==> src/hw/rtl/rpcdf_pkg.sv <==
// Package: phases, result kinds and error codes of the RPC call-header deframer
package rpcdf_pkg;

    typedef enum logic [3:0] {
        PH_MARK     = 4'd0,
        PH_XID      = 4'd1,
        PH_MTYPE    = 4'd2,
        PH_RPCVERS  = 4'd3,
        PH_PROG     = 4'd4,
        PH_VERS     = 4'd5,
        PH_PROC     = 4'd6,
        PH_CREDFL   = 4'd7,
        PH_CREDLEN  = 4'd8,
        PH_CREDBODY = 4'd9,
        PH_VERFFL   = 4'd10,
        PH_VERFLEN  = 4'd11,
        PH_VERFBODY = 4'd12,
        PH_PAYLOAD  = 4'd13,
        PH_PAYMARK  = 4'd14
    } phase_t;

    localparam logic [2:0] KIND_NONE    = 3'd0;
    localparam logic [2:0] KIND_CRED    = 3'd1;
    localparam logic [2:0] KIND_VERF    = 3'd2;
    localparam logic [2:0] KIND_HEADER  = 3'd3;
    localparam logic [2:0] KIND_PAYLOAD = 3'd4;
    localparam logic [2:0] KIND_ERROR   = 3'd5;

    localparam logic [2:0] ERR_NONE     = 3'd0;
    localparam logic [2:0] ERR_NOT_CALL = 3'd1;
    localparam logic [2:0] ERR_RPC_VERS = 3'd2;
    localparam logic [2:0] ERR_OPAQUE   = 3'd3;
    localparam logic [2:0] ERR_OVERRUN  = 3'd4;

    localparam logic [9:0] MAX_OPAQUE_RESET = 10'd400;
    localparam logic [31:0] RPC_VERSION     = 32'd2;

    typedef struct packed {
        logic [2:0]  kind;
        logic [7:0]  data;
        logic        last;
        logic [31:0] xid;
        logic [31:0] prog;
        logic [31:0] vers;
        logic [31:0] proc_num;
        logic [31:0] cred_fl;
        logic [31:0] verf_fl;
        logic [2:0]  err;
    } result_t;

endpackage

==> src/hw/rtl/rpcdf_out_reg.sv <==
// Output register stage with a skid entry between parser and result channel
module rpcdf_out_reg (
    input  logic                clk,
    input  logic                rst_n,
    input  logic                in_valid,
    output logic                in_stall,
    input  rpcdf_pkg::result_t  in_data,
    output logic                out_valid,
    input  logic                out_stall,
    output rpcdf_pkg::result_t  out_data
);

    logic               main_valid_reg;
    logic               skid_valid_reg;
    rpcdf_pkg::result_t main_reg;
    rpcdf_pkg::result_t skid_reg;

    assign in_stall  = skid_valid_reg;
    assign out_valid = main_valid_reg;
    assign out_data  = main_reg;

    always_ff @(posedge clk or negedge rst_n)
    begin
        if (!rst_n)
        begin
            main_valid_reg <= 1'b0;
            skid_valid_reg <= 1'b0;
        end
        else
        begin
            if (!main_valid_reg || !out_stall)
            begin
                // advance: skid first, then the new word
                if (skid_valid_reg)
                begin
                    main_valid_reg <= 1'b1;
                    skid_valid_reg <= 1'b0;
                end
                else
                begin
                    main_valid_reg <= in_valid;
                end
            end
            else if (in_valid && !skid_valid_reg)
            begin
                skid_valid_reg <= 1'b1;
            end
        end
    end

    always_ff @(posedge clk)
    begin
        if (!main_valid_reg || !out_stall)
        begin
            main_reg <= skid_valid_reg ? skid_reg : in_data;
        end
        if (in_valid && !skid_valid_reg)
        begin
            skid_reg <= in_data;
        end
    end

    a_hold: assert property (@(posedge clk) disable iff (!rst_n)
        out_valid && out_stall |=> out_valid && $stable(out_data))
        else $error("result word changed under stall");
    a_skid_only_stalled: assert property (@(posedge clk) disable iff (!rst_n)
        skid_valid_reg |-> main_valid_reg)
        else $error("skid entry held with empty output");
    a_skid_drains: assert property (@(posedge clk) disable iff (!rst_n)
        skid_valid_reg && !out_stall |=> !skid_valid_reg)
        else $error("skid entry not drained");

endmodule

==> src/hw/rtl/rpc_call_header_deframer.sv <==
// Top level: ONC RPC record-marked call-header parser, one byte per word
//
// Input channel: in_valid / in_stall carry stream_byte and restart. Every
// accepted word yields exactly one result word on out_valid / out_stall with
// result_kind, data_byte, last_payload, the header fields and error_code.
// A word's result is registered in the output stage before it is offered.
// Throughput: one word per cycle while in_stall is low; the parser state
// updates in a single pass between input handshake and output register.
// The output stage holds one result plus one skid entry; while the receiver
// stalls, the held result does not change and the input is stalled once the
// skid entry is full.
// max_opaque_wr / max_opaque_data write the opaque length limit (reset 400);
// write only while idle.
// Reset clears the parser to await a record mark, clears any latched error
// and empties the output stage.
module rpc_call_header_deframer (
    input  logic        clk,
    input  logic        rst_n,
    input  logic        max_opaque_wr,
    input  logic [9:0]  max_opaque_data,
    input  logic        in_valid,
    output logic        in_stall,
    input  logic [7:0]  stream_byte,
    input  logic        restart,
    output logic        out_valid,
    input  logic        out_stall,
    output logic [2:0]  result_kind,
    output logic [7:0]  data_byte,
    output logic        last_payload,
    output logic [31:0] call_xid,
    output logic [31:0] program_res,
    output logic [31:0] prog_version,
    output logic [31:0] procedure,
    output logic [31:0] cred_flavor,
    output logic [31:0] verf_flavor,
    output logic [2:0]  error_code
);

    rpcdf_pkg::phase_t phase_reg, phase_next;
    logic [1:0]  biw_reg, biw_next;
    logic [31:0] shift_reg, shift_next;
    logic [30:0] frag_reg, frag_next;
    logic        final_reg, final_next;
    logic [9:0]  opq_reg, opq_next;
    logic [1:0]  pad_reg, pad_next;
    logic [31:0] xid_reg, xid_next;
    logic [31:0] prog_reg, prog_next;
    logic [31:0] vers_reg, vers_next;
    logic [31:0] proc_reg, proc_next;
    logic [31:0] cfl_reg, cfl_next;
    logic [31:0] vfl_reg, vfl_next;
    logic        err_reg, err_next;
    logic [9:0]  max_opq_reg;

    rpcdf_pkg::result_t res;
    rpcdf_pkg::result_t out_res;
    logic        accept;

    assign accept = in_valid && !in_stall;

    always_comb
    begin
        rpcdf_pkg::phase_t ph;
        logic [1:0]  biw;
        logic [31:0] sh;
        logic [30:0] fr;
        logic        fin;
        logic        err;
        logic [31:0] w;
        logic        is_data;
        logic        vend;
        ph  = phase_reg;
        biw = biw_reg;
        sh  = shift_reg;
        fr  = frag_reg;
        fin = final_reg;
        err = err_reg;
        w   = '0;
        is_data = 1'b0;
        vend = 1'b0;
        phase_next = phase_reg;
        biw_next   = biw_reg;
        shift_next = shift_reg;
        frag_next  = frag_reg;
        final_next = final_reg;
        opq_next   = opq_reg;
        pad_next   = pad_reg;
        xid_next   = xid_reg;
        prog_next  = prog_reg;
        vers_next  = vers_reg;
        proc_next  = proc_reg;
        cfl_next   = cfl_reg;
        vfl_next   = vfl_reg;
        err_next   = err_reg;
        res = '0;

        if (restart)
        begin
            ph = rpcdf_pkg::PH_MARK;
            biw = '0;
            sh = '0;
            fr = '0;
            fin = 1'b0;
            err = 1'b0;
            phase_next = rpcdf_pkg::PH_MARK;
            biw_next = '0;
            shift_next = '0;
            frag_next = '0;
            final_next = 1'b0;
            opq_next = '0;
            pad_next = '0;
            err_next = 1'b0;
        end

        if (err)
        begin
            res.kind = rpcdf_pkg::KIND_ERROR;
            res.err  = sh[2:0];
        end
        else if (ph == rpcdf_pkg::PH_MARK || ph == rpcdf_pkg::PH_PAYMARK)
        begin
            w = {sh[23:0], stream_byte};
            biw_next = biw + 2'd1;
            shift_next = w;
            if (biw == 2'd3)
            begin
                final_next = w[31];
                frag_next  = w[30:0];
                shift_next = '0;
                if (ph == rpcdf_pkg::PH_MARK)
                    phase_next = rpcdf_pkg::PH_XID;
                else if (w[30:0] != '0)
                    phase_next = rpcdf_pkg::PH_PAYLOAD;
                else if (w[31])
                begin
                    res.last = 1'b1;
                    phase_next = rpcdf_pkg::PH_MARK;
                end
            end
        end
        else if (ph == rpcdf_pkg::PH_PAYLOAD)
        begin
            frag_next = fr - 31'd1;
            res.kind = rpcdf_pkg::KIND_PAYLOAD;
            res.data = stream_byte;
            if (fr == 31'd1)
            begin
                if (fin)
                begin
                    res.last = 1'b1;
                    phase_next = rpcdf_pkg::PH_MARK;
                end
                else
                    phase_next = rpcdf_pkg::PH_PAYMARK;
            end
        end
        else if (fr == '0)
        begin
            err_next = 1'b1;
            shift_next = {29'd0, rpcdf_pkg::ERR_OVERRUN};
            res.kind = rpcdf_pkg::KIND_ERROR;
            res.err = rpcdf_pkg::ERR_OVERRUN;
        end
        else
        begin
            frag_next = fr - 31'd1;
            if (ph == rpcdf_pkg::PH_CREDBODY || ph == rpcdf_pkg::PH_VERFBODY)
            begin
                is_data = (opq_reg != '0);
                if (is_data)
                    opq_next = opq_reg - 10'd1;
                else
                    pad_next = pad_reg - 2'd1;
                if (opq_next == '0 && pad_next == '0)
                begin
                    if (ph == rpcdf_pkg::PH_CREDBODY)
                        phase_next = rpcdf_pkg::PH_VERFFL;
                    else
                        vend = 1'b1;
                end
                if (!vend && is_data)
                begin
                    res.kind = (ph == rpcdf_pkg::PH_CREDBODY) ? rpcdf_pkg::KIND_CRED
                                                              : rpcdf_pkg::KIND_VERF;
                    res.data = stream_byte;
                end
            end
            else
            begin
                w = {sh[23:0], stream_byte};
                biw_next = biw + 2'd1;
                shift_next = w;
                if (biw == 2'd3)
                begin
                    shift_next = '0;
                    unique case (ph)
                        rpcdf_pkg::PH_XID:
                        begin
                            xid_next = w;
                            phase_next = rpcdf_pkg::PH_MTYPE;
                        end
                        rpcdf_pkg::PH_MTYPE:
                        begin
                            if (w != '0)
                            begin
                                err_next = 1'b1;
                                shift_next = {29'd0, rpcdf_pkg::ERR_NOT_CALL};
                                res.kind = rpcdf_pkg::KIND_ERROR;
                                res.err = rpcdf_pkg::ERR_NOT_CALL;
                            end
                            else
                                phase_next = rpcdf_pkg::PH_RPCVERS;
                        end
                        rpcdf_pkg::PH_RPCVERS:
                        begin
                            if (w != rpcdf_pkg::RPC_VERSION)
                            begin
                                err_next = 1'b1;
                                shift_next = {29'd0, rpcdf_pkg::ERR_RPC_VERS};
                                res.kind = rpcdf_pkg::KIND_ERROR;
                                res.err = rpcdf_pkg::ERR_RPC_VERS;
                            end
                            else
                                phase_next = rpcdf_pkg::PH_PROG;
                        end
                        rpcdf_pkg::PH_PROG:
                        begin
                            prog_next = w;
                            phase_next = rpcdf_pkg::PH_VERS;
                        end
                        rpcdf_pkg::PH_VERS:
                        begin
                            vers_next = w;
                            phase_next = rpcdf_pkg::PH_PROC;
                        end
                        rpcdf_pkg::PH_PROC:
                        begin
                            proc_next = w;
                            phase_next = rpcdf_pkg::PH_CREDFL;
                        end
                        rpcdf_pkg::PH_CREDFL:
                        begin
                            cfl_next = w;
                            phase_next = rpcdf_pkg::PH_CREDLEN;
                        end
                        rpcdf_pkg::PH_VERFFL:
                        begin
                            vfl_next = w;
                            phase_next = rpcdf_pkg::PH_VERFLEN;
                        end
                        default:
                        begin
                            // credential or verifier length
                            if (w > {22'd0, max_opq_reg})
                            begin
                                err_next = 1'b1;
                                shift_next = {29'd0, rpcdf_pkg::ERR_OPAQUE};
                                res.kind = rpcdf_pkg::KIND_ERROR;
                                res.err = rpcdf_pkg::ERR_OPAQUE;
                            end
                            else
                            begin
                                opq_next = w[9:0];
                                pad_next = 2'd0 - w[1:0];
                                if (w[9:0] != '0)
                                    phase_next = (ph == rpcdf_pkg::PH_CREDLEN)
                                        ? rpcdf_pkg::PH_CREDBODY : rpcdf_pkg::PH_VERFBODY;
                                else if (ph == rpcdf_pkg::PH_CREDLEN)
                                    phase_next = rpcdf_pkg::PH_VERFFL;
                                else
                                    vend = 1'b1;
                            end
                        end
                    endcase
                end
            end

            if (vend)
            begin
                res.kind = rpcdf_pkg::KIND_HEADER;
                res.data = is_data ? stream_byte : 8'd0;
                res.last = fin && (frag_next == '0);
                res.xid = xid_next;
                res.prog = prog_next;
                res.vers = vers_next;
                res.proc_num = proc_next;
                res.cred_fl = cfl_next;
                res.verf_fl = vfl_next;
                biw_next = '0;
                shift_next = '0;
                if (fin && frag_next == '0)
                    phase_next = rpcdf_pkg::PH_MARK;
                else if (frag_next == '0)
                    phase_next = rpcdf_pkg::PH_PAYMARK;
                else
                    phase_next = rpcdf_pkg::PH_PAYLOAD;
            end
        end
    end

    always_ff @(posedge clk or negedge rst_n)
    begin
        if (!rst_n)
        begin
            phase_reg <= rpcdf_pkg::PH_MARK;
            biw_reg   <= '0;
            shift_reg <= '0;
            frag_reg  <= '0;
            final_reg <= 1'b0;
            opq_reg   <= '0;
            pad_reg   <= '0;
            xid_reg   <= '0;
            prog_reg  <= '0;
            vers_reg  <= '0;
            proc_reg  <= '0;
            cfl_reg   <= '0;
            vfl_reg   <= '0;
            err_reg   <= 1'b0;
            max_opq_reg <= rpcdf_pkg::MAX_OPAQUE_RESET;
        end
        else
        begin
            if (max_opaque_wr)
                max_opq_reg <= max_opaque_data;
            if (accept)
            begin
                phase_reg <= phase_next;
                biw_reg   <= biw_next;
                shift_reg <= shift_next;
                frag_reg  <= frag_next;
                final_reg <= final_next;
                opq_reg   <= opq_next;
                pad_reg   <= pad_next;
                xid_reg   <= xid_next;
                prog_reg  <= prog_next;
                vers_reg  <= vers_next;
                proc_reg  <= proc_next;
                cfl_reg   <= cfl_next;
                vfl_reg   <= vfl_next;
                err_reg   <= err_next;
            end
        end
    end

    rpcdf_out_reg u_out (
        .clk       (clk),
        .rst_n     (rst_n),
        .in_valid  (in_valid),
        .in_stall  (in_stall),
        .in_data   (res),
        .out_valid (out_valid),
        .out_stall (out_stall),
        .out_data  (out_res)
    );

    assign result_kind  = out_res.kind;
    assign data_byte    = out_res.data;
    assign last_payload = out_res.last;
    assign call_xid     = out_res.xid;
    assign program_res  = out_res.prog;
    assign prog_version = out_res.vers;
    assign procedure    = out_res.proc_num;
    assign cred_flavor  = out_res.cred_fl;
    assign verf_flavor  = out_res.verf_fl;
    assign error_code   = out_res.err;

    a_err_code: assert property (@(posedge clk) disable iff (!rst_n)
        out_valid |-> ((result_kind == rpcdf_pkg::KIND_ERROR) == (error_code != '0)))
        else $error("error code without error kind");
    a_err_sticky: assert property (@(posedge clk) disable iff (!rst_n)
        accept && err_reg && !restart |=> err_reg)
        else $error("error latch dropped without restart");
    a_err_shift: assert property (@(posedge clk) disable iff (!rst_n)
        err_reg |-> shift_reg[2:0] != '0)
        else $error("latched error without code");

endmodule

==> config.mk <==
export PLATFORM = sky130hd
export DESIGN_NAME = rpc_call_header_deframer
export DESIGN_NICKNAME = d
export VERILOG_FILES = /design/src/hw/rtl/rpcdf_pkg.sv /design/src/hw/rtl/rpcdf_out_reg.sv /design/src/hw/rtl/rpc_call_header_deframer.sv
export SDC_FILE = /design/constraint.sdc
export NUM_CORES = 1
export LEC_CHECK = 0
export BUFFER_PORTS_ARGS = -buffer_cell sky130_fd_sc_hd__buf_2
export CORE_UTILIZATION = 50
export CTS_CLUSTER_DIAMETER = 100
export DETAILED_ROUTE_END_ITERATION = 10
export PLACE_DENSITY = 0.71
export SKIP_CTS_REPAIR_TIMING = 1
export SLEW_MARGIN = 20
export SYNTH_ARGS = -nofsm -noshare
export SYNTH_HDL_FRONTEND = slang
export SYNTH_SLANG_ARGS = --single-unit
==> constraint.sdc <==
create_clock -name clk -period 6.8 [get_ports clk]
set_input_delay 1.7 -clock clk [delete_from_list [all_inputs] [get_ports clk]]
set_output_delay 1.7 -clock clk [all_outputs]
set_load 0.01 [all_outputs]
==> results of run 1 <==
==> report_power, final <==
group	total (mW)	leakage [nW]	internal, mW	switching, mW
Clock	3.87	1.12	2.20	1.68
Sequential	5.32	8.07	4.86	0.464
Combinational	2.31	4.67	0.738	1.57
==> cells by family (layout without fill, tap and decap cells) <==
kind of cell,Yosys count,after routing,synth area share
DFF,693,693,0.601
xor gates and xnor gates,14,14,0.00380
buffers and inverters,289,454,0.0369
and+or+nand+nor,1125,1125,0.146
AOI/OAI and AO/OA,854,854,0.178
adders and majority gates,16,16,0.00620
muxes,79,79,0.0273
==> area by class of cell <==
class / count / share of cell area
multi-input combinational: 2088 / 0.324
sequential: 693 / 0.533
clock buffer: 108 / 0.0577
timing repair buffer: 290 / 0.0466
clock inverter: 26 / 0.00598
inverter: 30 / 0.00320
tap: 846 / 0.0291
==> metrics by stage <==
stage | cells | hold slack (ns)
2_1_floorplan | 3070 | 0.450
3_3_place_gp | 3947 | 0.462
3_5_place_dp | 3947 | 0.470
4_1_cts | 4081 | 0.483
5_1_grt | 4081 | 0.501
6_report | 4081 | 0.480
==> tightest hold or removal path: stages (launching register included) <==
cell and delay, ns:
dfrtp_1 0.34, nand2_1 0.05, o21ai_0 0.06
==> cells in the final DEF (no fill, tap or decap), types with 16 or more instances in the layout <==
master	n
nand2_1	543
edfxtp_1	414
nor2_1	367
o21ai_0	282
dfrtp_1	275
buf_2	231
a21oi_1	228
o31ai_2	96
clkbuf_16	75
mux2_2	72
o31ai_1	55
buf_4	50
nor3_1	34
a21oi_2	30
inv_1	28
a22o_1	25
nor4_1	23
clkbuf_1	23
nand3_1	22
nor2b_1	18
nand4_1	17
ha_1	16
==> worst min-delay path by stage <==
stage,from,endpoint,slack (ns),cells past startpoint
4_1_cts,proc_reg[20]$_DFFE_PN0P_,proc_reg[20]$_DFFE_PN0P_,0.48,2
5_1_grt,prog_reg[0]$_DFFE_PN0P_,prog_reg[0]$_DFFE_PN0P_,0.50,2
3_3_place_gp,cfl_reg[17]$_DFFE_PN0P_,cfl_reg[17]$_DFFE_PN0P_,0.46,2
6_report,vers_reg[6]$_DFFE_PN0P_,vers_reg[6]$_DFFE_PN0P_,0.48,2
3_5_place_dp,cfl_reg[6]$_DFFE_PN0P_,cfl_reg[6]$_DFFE_PN0P_,0.47,2
2_1_floorplan,cfl_reg[0]$_DFFE_PN0P_,cfl_reg[0]$_DFFE_PN0P_,0.45,2
==> synth_stat cells (18+ instances only) <==
cell and instances:
inv_1 29, clkbuf_1 210, nor4_1 23, dfrtp_1 276, nand3_1 25, a21oi_2 30, nor2_1 368, buf_1 18
nor2b_1 18, buf_2 20, o31ai_1 56, a22o_1 25, nor3_1 34, mux2_2 72, nand2_1 553, o21ai_0 282
a21oi_1 228, o31ai_2 96, edfxtp_1 414
==> metal layers <==
layer	share of wire	global-route usage	vias to the layer above
met4	0.033	0.102	0
li1	-	-	11200
met2	0.48	0.445	1002
met1	0.42	0.385	12100
met3	0.068	0.0361	202
met5	0	0	-
==> run metrics, run 1 <==
final setup vio count=0; RSZ-0062 raised after global routing=false; Pwr Density=316 mW/mm^2; Synth area leaders=edfxtp_1 38%, dfrtp_1 21%, nand2_1 6.4%; storage element area=0.0194 sq mm; DRC viols=0; Area growth, synth to finish=12.7%; Core Util, Final=0.574; post-route cell area=0.0364 sq mm; CP required=7.33 ns; EDFF count, synth=414; Slew headroom=0.277; FF+latch count, synth=693; syn nets=3110; Levels on crit path=10; top_reg_cell synth=edfxtp_1; Max Cap Viol=0; multi-input logic area=0.0118 sq mm; Worst Setup Slack, final=2.17 ns; fin crit period=4.63 ns; number of global-route vias before repair=23300; Worst R2R Start=opq_reg[0]$_DFFE_PN0P_; RePlAce Congestion=0.948; cell mode on critical path=nand2_1; antenna viol nets, final=0; Setup crit end=frag_reg[6]$_DFFE_PN0P_; Net count, final=3215; clk_lat worst skew=0.62 ns; CP cell instances=buf_2, inv_1, buf_4, nand2_1, or3_1, nand2_1, nand2_1, nor4_1, a21oi_1, o21ai_0; H-tree depth=3; drt wl/cell=22.5 microns; CP max stage delay=0.58 ns; FP Rows=92; wire length of the first global-routing pass=141 mm; Synth area leader=edfxtp_1; Fillers=5291; initial antenna violation count=0; Netlist cell types=80; Area after DPL=0.0341 sq mm; routed vias=24500; largest net degree at the start of global routing=131; cts bufs inserted=72; Worst Hold Class=reg2reg; Post-synth ARST share=0.403; Antenna diodes=0; Final period util=0.681; die span in x=256 microns; Setup CP Type=in2reg; DPL Wire Length=58.3 mm; GR Overflow Total=0; CTS Buffer Depth=3; VDD IR max=0.000185 V; first-pass detailed-route iteration total=5; crit path max fanout=46; sequential area share after synthesis=0.601; CP Launch Type=input port; Reg2Reg Depth=12; Synth Area per Inst=10.5 sq um; Fin. Hold Viols=0; yosys synthesis warning count=0; final total negative setup slack=0 ns; crit path from=restart; Reg-to-Reg End=u_out.out_data[117]$_DFFE_PN_; clk sinks=693; die area=0.0656 sq mm; Slowest cell on crit path=or3_1; critical path capture point type=flop; Pwr Total=11.5 mW; Avg Vias per Cell=6.01; DRT iter0 DRCs=2603; Post-Place Setup Slack=1.55 ns; Slew Limit Fails=0; share of cells above drive strength 1=0.195; status=complete, no violations; Clock Pin Slew Worst Setup and Hold Paths=0.06 ns; Worst-Margin Slew=1.08 ns; Initial Util=0.509; Synth Cell Area=0.0323 sq mm; Core Area=0.0634 sq mm; leakage power total=13.9 nW; Peak Freq=216 MHz; CTS tree=yes; synthesized instance count=3070; root buf cell=clkbuf_16; R2R Setup Slk=2.48 ns; clock skew=0.0271 ns; GRT Total Usage=0.277; Die Span Y=256 microns; delay-heaviest family, CP=simple AND/OR/NAND/NOR gates; Port-buffer cells=232; Post-Route WL=91.7 mm; io pins=233; CP bufs+invs=3; critical path arrival=5.16 ns; Synth top area share=0.385
No activity file was read; power rests on OpenSTA's default activity.
==> run 2: changes to the inputs <==
clock period = 4.04 ns   (was 6.8 ns; I/O delays follow)
==> run 2 against run 1 <==
Effect of this change:
- combinational power is 88% higher
- first-iteration DRC count is 8.5% higher
- global-route usage is 0.41 points higher
- wire length is 1.3% higher
- via count is 1.7% higher
- die area stayed put
- total power is 72% higher
- clock skew is 0.0044 ns lower
- sequential power is 67% higher
- sequential cell count stayed put
- cell count is 2.9% higher
- register-to-register slack worse by 2.2 ns
- largest cell class unchanged
==> run metrics, run 2 (same netlist as run 1, synthesis figures left out) <==
status=complete, no violations; largest net degree at the start of global routing=149 (+14%); CP required=4.45 ns (-2.88 ns); number of global-route vias before repair=24000 (+2.9%); Hold WS=0.297 ns (-0.183 ns); Worst Setup Slack, final=0.244 ns (-1.92 ns); first-pass detailed-route iteration total=6 (+1); CP cell instances=inv_1, ha_1, or4b_4, o21ai_0, nand2_1, a211oi_2, nand3_2, a211oi_4, nand2_4, buf_12, buf_12, o31ai_1; Final period util=0.940; DRT iter0 DRCs=2824 (+8.5%); RePlAce Congestion=0.933 (-1.6%); Slew headroom=0.220 (-0.0565); share of cells above drive strength 1=0.227 (+0.0315); GR Overflow Total=0 (unchanged); Slowest cell on crit path=or4b_4; antenna viol nets, final=0 (unchanged); die area=0.0656 sq mm (unchanged); CP max stage delay=0.55 ns (-0.03 ns); Initial Util=0.509 (unchanged); critical path capture point type=flop; die span in x=256 microns (unchanged); Worst-Margin Slew=1.17 ns (+0.0843 ns); DPL Wire Length=61.1 mm (+4.8%); Pwr Total=19.8 mW (+72%); crit path max fanout=28 (-39%); clock skew=0.0227 ns (-0.00440 ns); Max Cap Viol=0 (unchanged); clk sinks=693 (unchanged); Fin. Hold Viols=0 (unchanged); Peak Freq=263 MHz; clk_lat worst skew=0.63 ns (about the same); fin crit period=3.80 ns; CTS Buffer Depth=3 (unchanged); Die Span Y=256 microns (unchanged); Clock Pin Slew Worst Setup and Hold Paths=0.06 ns (about the same); Avg Vias per Cell=5.93 (-1.2%); initial antenna violation count=2 (+2); Slew Limit Fails=0 (unchanged); Int Power=13.5 mW (+74%); drt wl/cell=22.1 microns (-1.6%); storage element area=0.0194 sq mm (unchanged); Post-Place Setup Slack=-0.219 ns (-1.77 ns); commonest non-fill, non-tap cells in the layout=544 x nand2_1, 414 x edfxtp_1, 366 x nor2_1, 275 x dfrtp_1, 269 x o21ai_0; Sw Share=0.318 (-0.00499); Area growth, synth to finish=16.6%; root buf cell=clkbuf_16; CP Launch Type=flop; Port-buffer cells=232 (unchanged); Post-Route WL=92.9 mm (+1.3%); Sw Pwr=6.30 mW (+70%); FP Rows=92 (unchanged); routed vias=24900 (+1.7%); final setup vio count=0 (unchanged); cts bufs inserted=71 (-1.4%); Area after DPL=0.0353 sq mm (+3.7%); post-route cell area=0.0377 sq mm (+3.5%); RSZ-0062 raised after global routing=false; critical path arrival=4.21 ns (-0.95 ns); Core Util, Final=0.594 (+0.0200); H-tree depth=3 (unchanged); leakage power total=14.6 nW (+5.2%); multi-input logic area=0.0118 sq mm (+0.27%); Antenna diodes=0 (unchanged); io pins=233 (unchanged); Pwr Density=527 mW/mm^2 (+67%); most common cell after layout, fill and taps aside=nand2_1; Setup CP Type=reg2reg; GRT Total Usage=0.281 (+0.00414); CTS tree=yes; Core Area=0.0634 sq mm (unchanged); part of the power in registers=0.448 (-0.014); Net count, final=3339 (+3.9%); wire length of the first global-routing pass=143 mm (+1.6%); Worst Hold Class=in2async; DRC viols=0 (unchanged); Fillers=5178 (-2.1%); cell mode on critical path=buf_12; Clk pwr share=0.333 (-0.004); VDD IR max=0.000285 V (+55%); Logic pwr share=0.219 (+0.018)
-- run 2: through the flow --
stage	std cells	setup TNS (ns)
after global placement	4072	-0.815
final	4201	0
after global routing	4201	0
after floorplan	3070	-193.36
after detailed placement	4072	-0.889
after CTS	4201	-0.0601
-- run 2: layer usage --
layer	track usage	up-vias	wire, microns	part of all wire
met5	0	-	0	0
met4	0.102	0	2750	0.030
met3	0.0370	175	6390	0.069
met2	0.448	973	44400	0.48
met1	0.395	12300	39400	0.42
li1	-	11500	-	-
-- run 2: worst max-delay path: cells and delay by family (launching register included) --
family                   cells  cell delay, ns
AO/OA/AOI/OAI                4            1.24
buffers and inverters        3            0.54
flip-flops                   1            0.49
adder cells (fa/ha/maj)      1            0.27
AND/OR/NAND/NOR              4            1.00
-- run 2: layout make-up --
| class | count | share of cell area |
|---|---|---|
| Clock inverter | 30 | 0.00950 |
| Inverter | 30 | 0.00309 |
| Timing Repair Buffer | 415 | 0.0779 |
| Multi-Input combinational cell | 2088 | 0.314 |
| Clock buffer | 99 | 0.0521 |
| Tap cell | 846 | 0.0281 |
| Sequential cell | 693 | 0.516 |
-- run 2: path summary, 6_finish.rpt --
kind / cells past startpoint / slack (ns) / end / start
max: 12 / 0.24 / u_out.out_data[20]$_DFFE_PN_ / opq_reg[1]$_DFFE_PN0P_
min: 1 / 0.30 / xid_reg[9]$_DFFE_PN0P_ / rst_n
max reg2reg: 12 / 0.24 / u_out.out_data[20]$_DFFE_PN_ / opq_reg[1]$_DFFE_PN0P_
min reg2reg: 2 / 0.48 / prog_reg[29]$_DFFE_PN0P_ / prog_reg[29]$_DFFE_PN0P_
max in group asynchronous: 3 / 2.58 / vers_reg[1]$_DFFE_PN0P_ / rst_n
min in group clk: 2 / 0.48 / prog_reg[29]$_DFFE_PN0P_ / prog_reg[29]$_DFFE_PN0P_
-- run 2: power groups by stage --
stage                     clock (mW)  combinational (mW)  sequential (mW)
after detailed placement           0                4.25             8.99
after global placement             0                4.20             8.99
after CTS                       6.70                4.27             8.86
after global routing            6.94                4.67             8.95
after floorplan                    0                2.57             8.75
final                           6.60                4.35             8.89
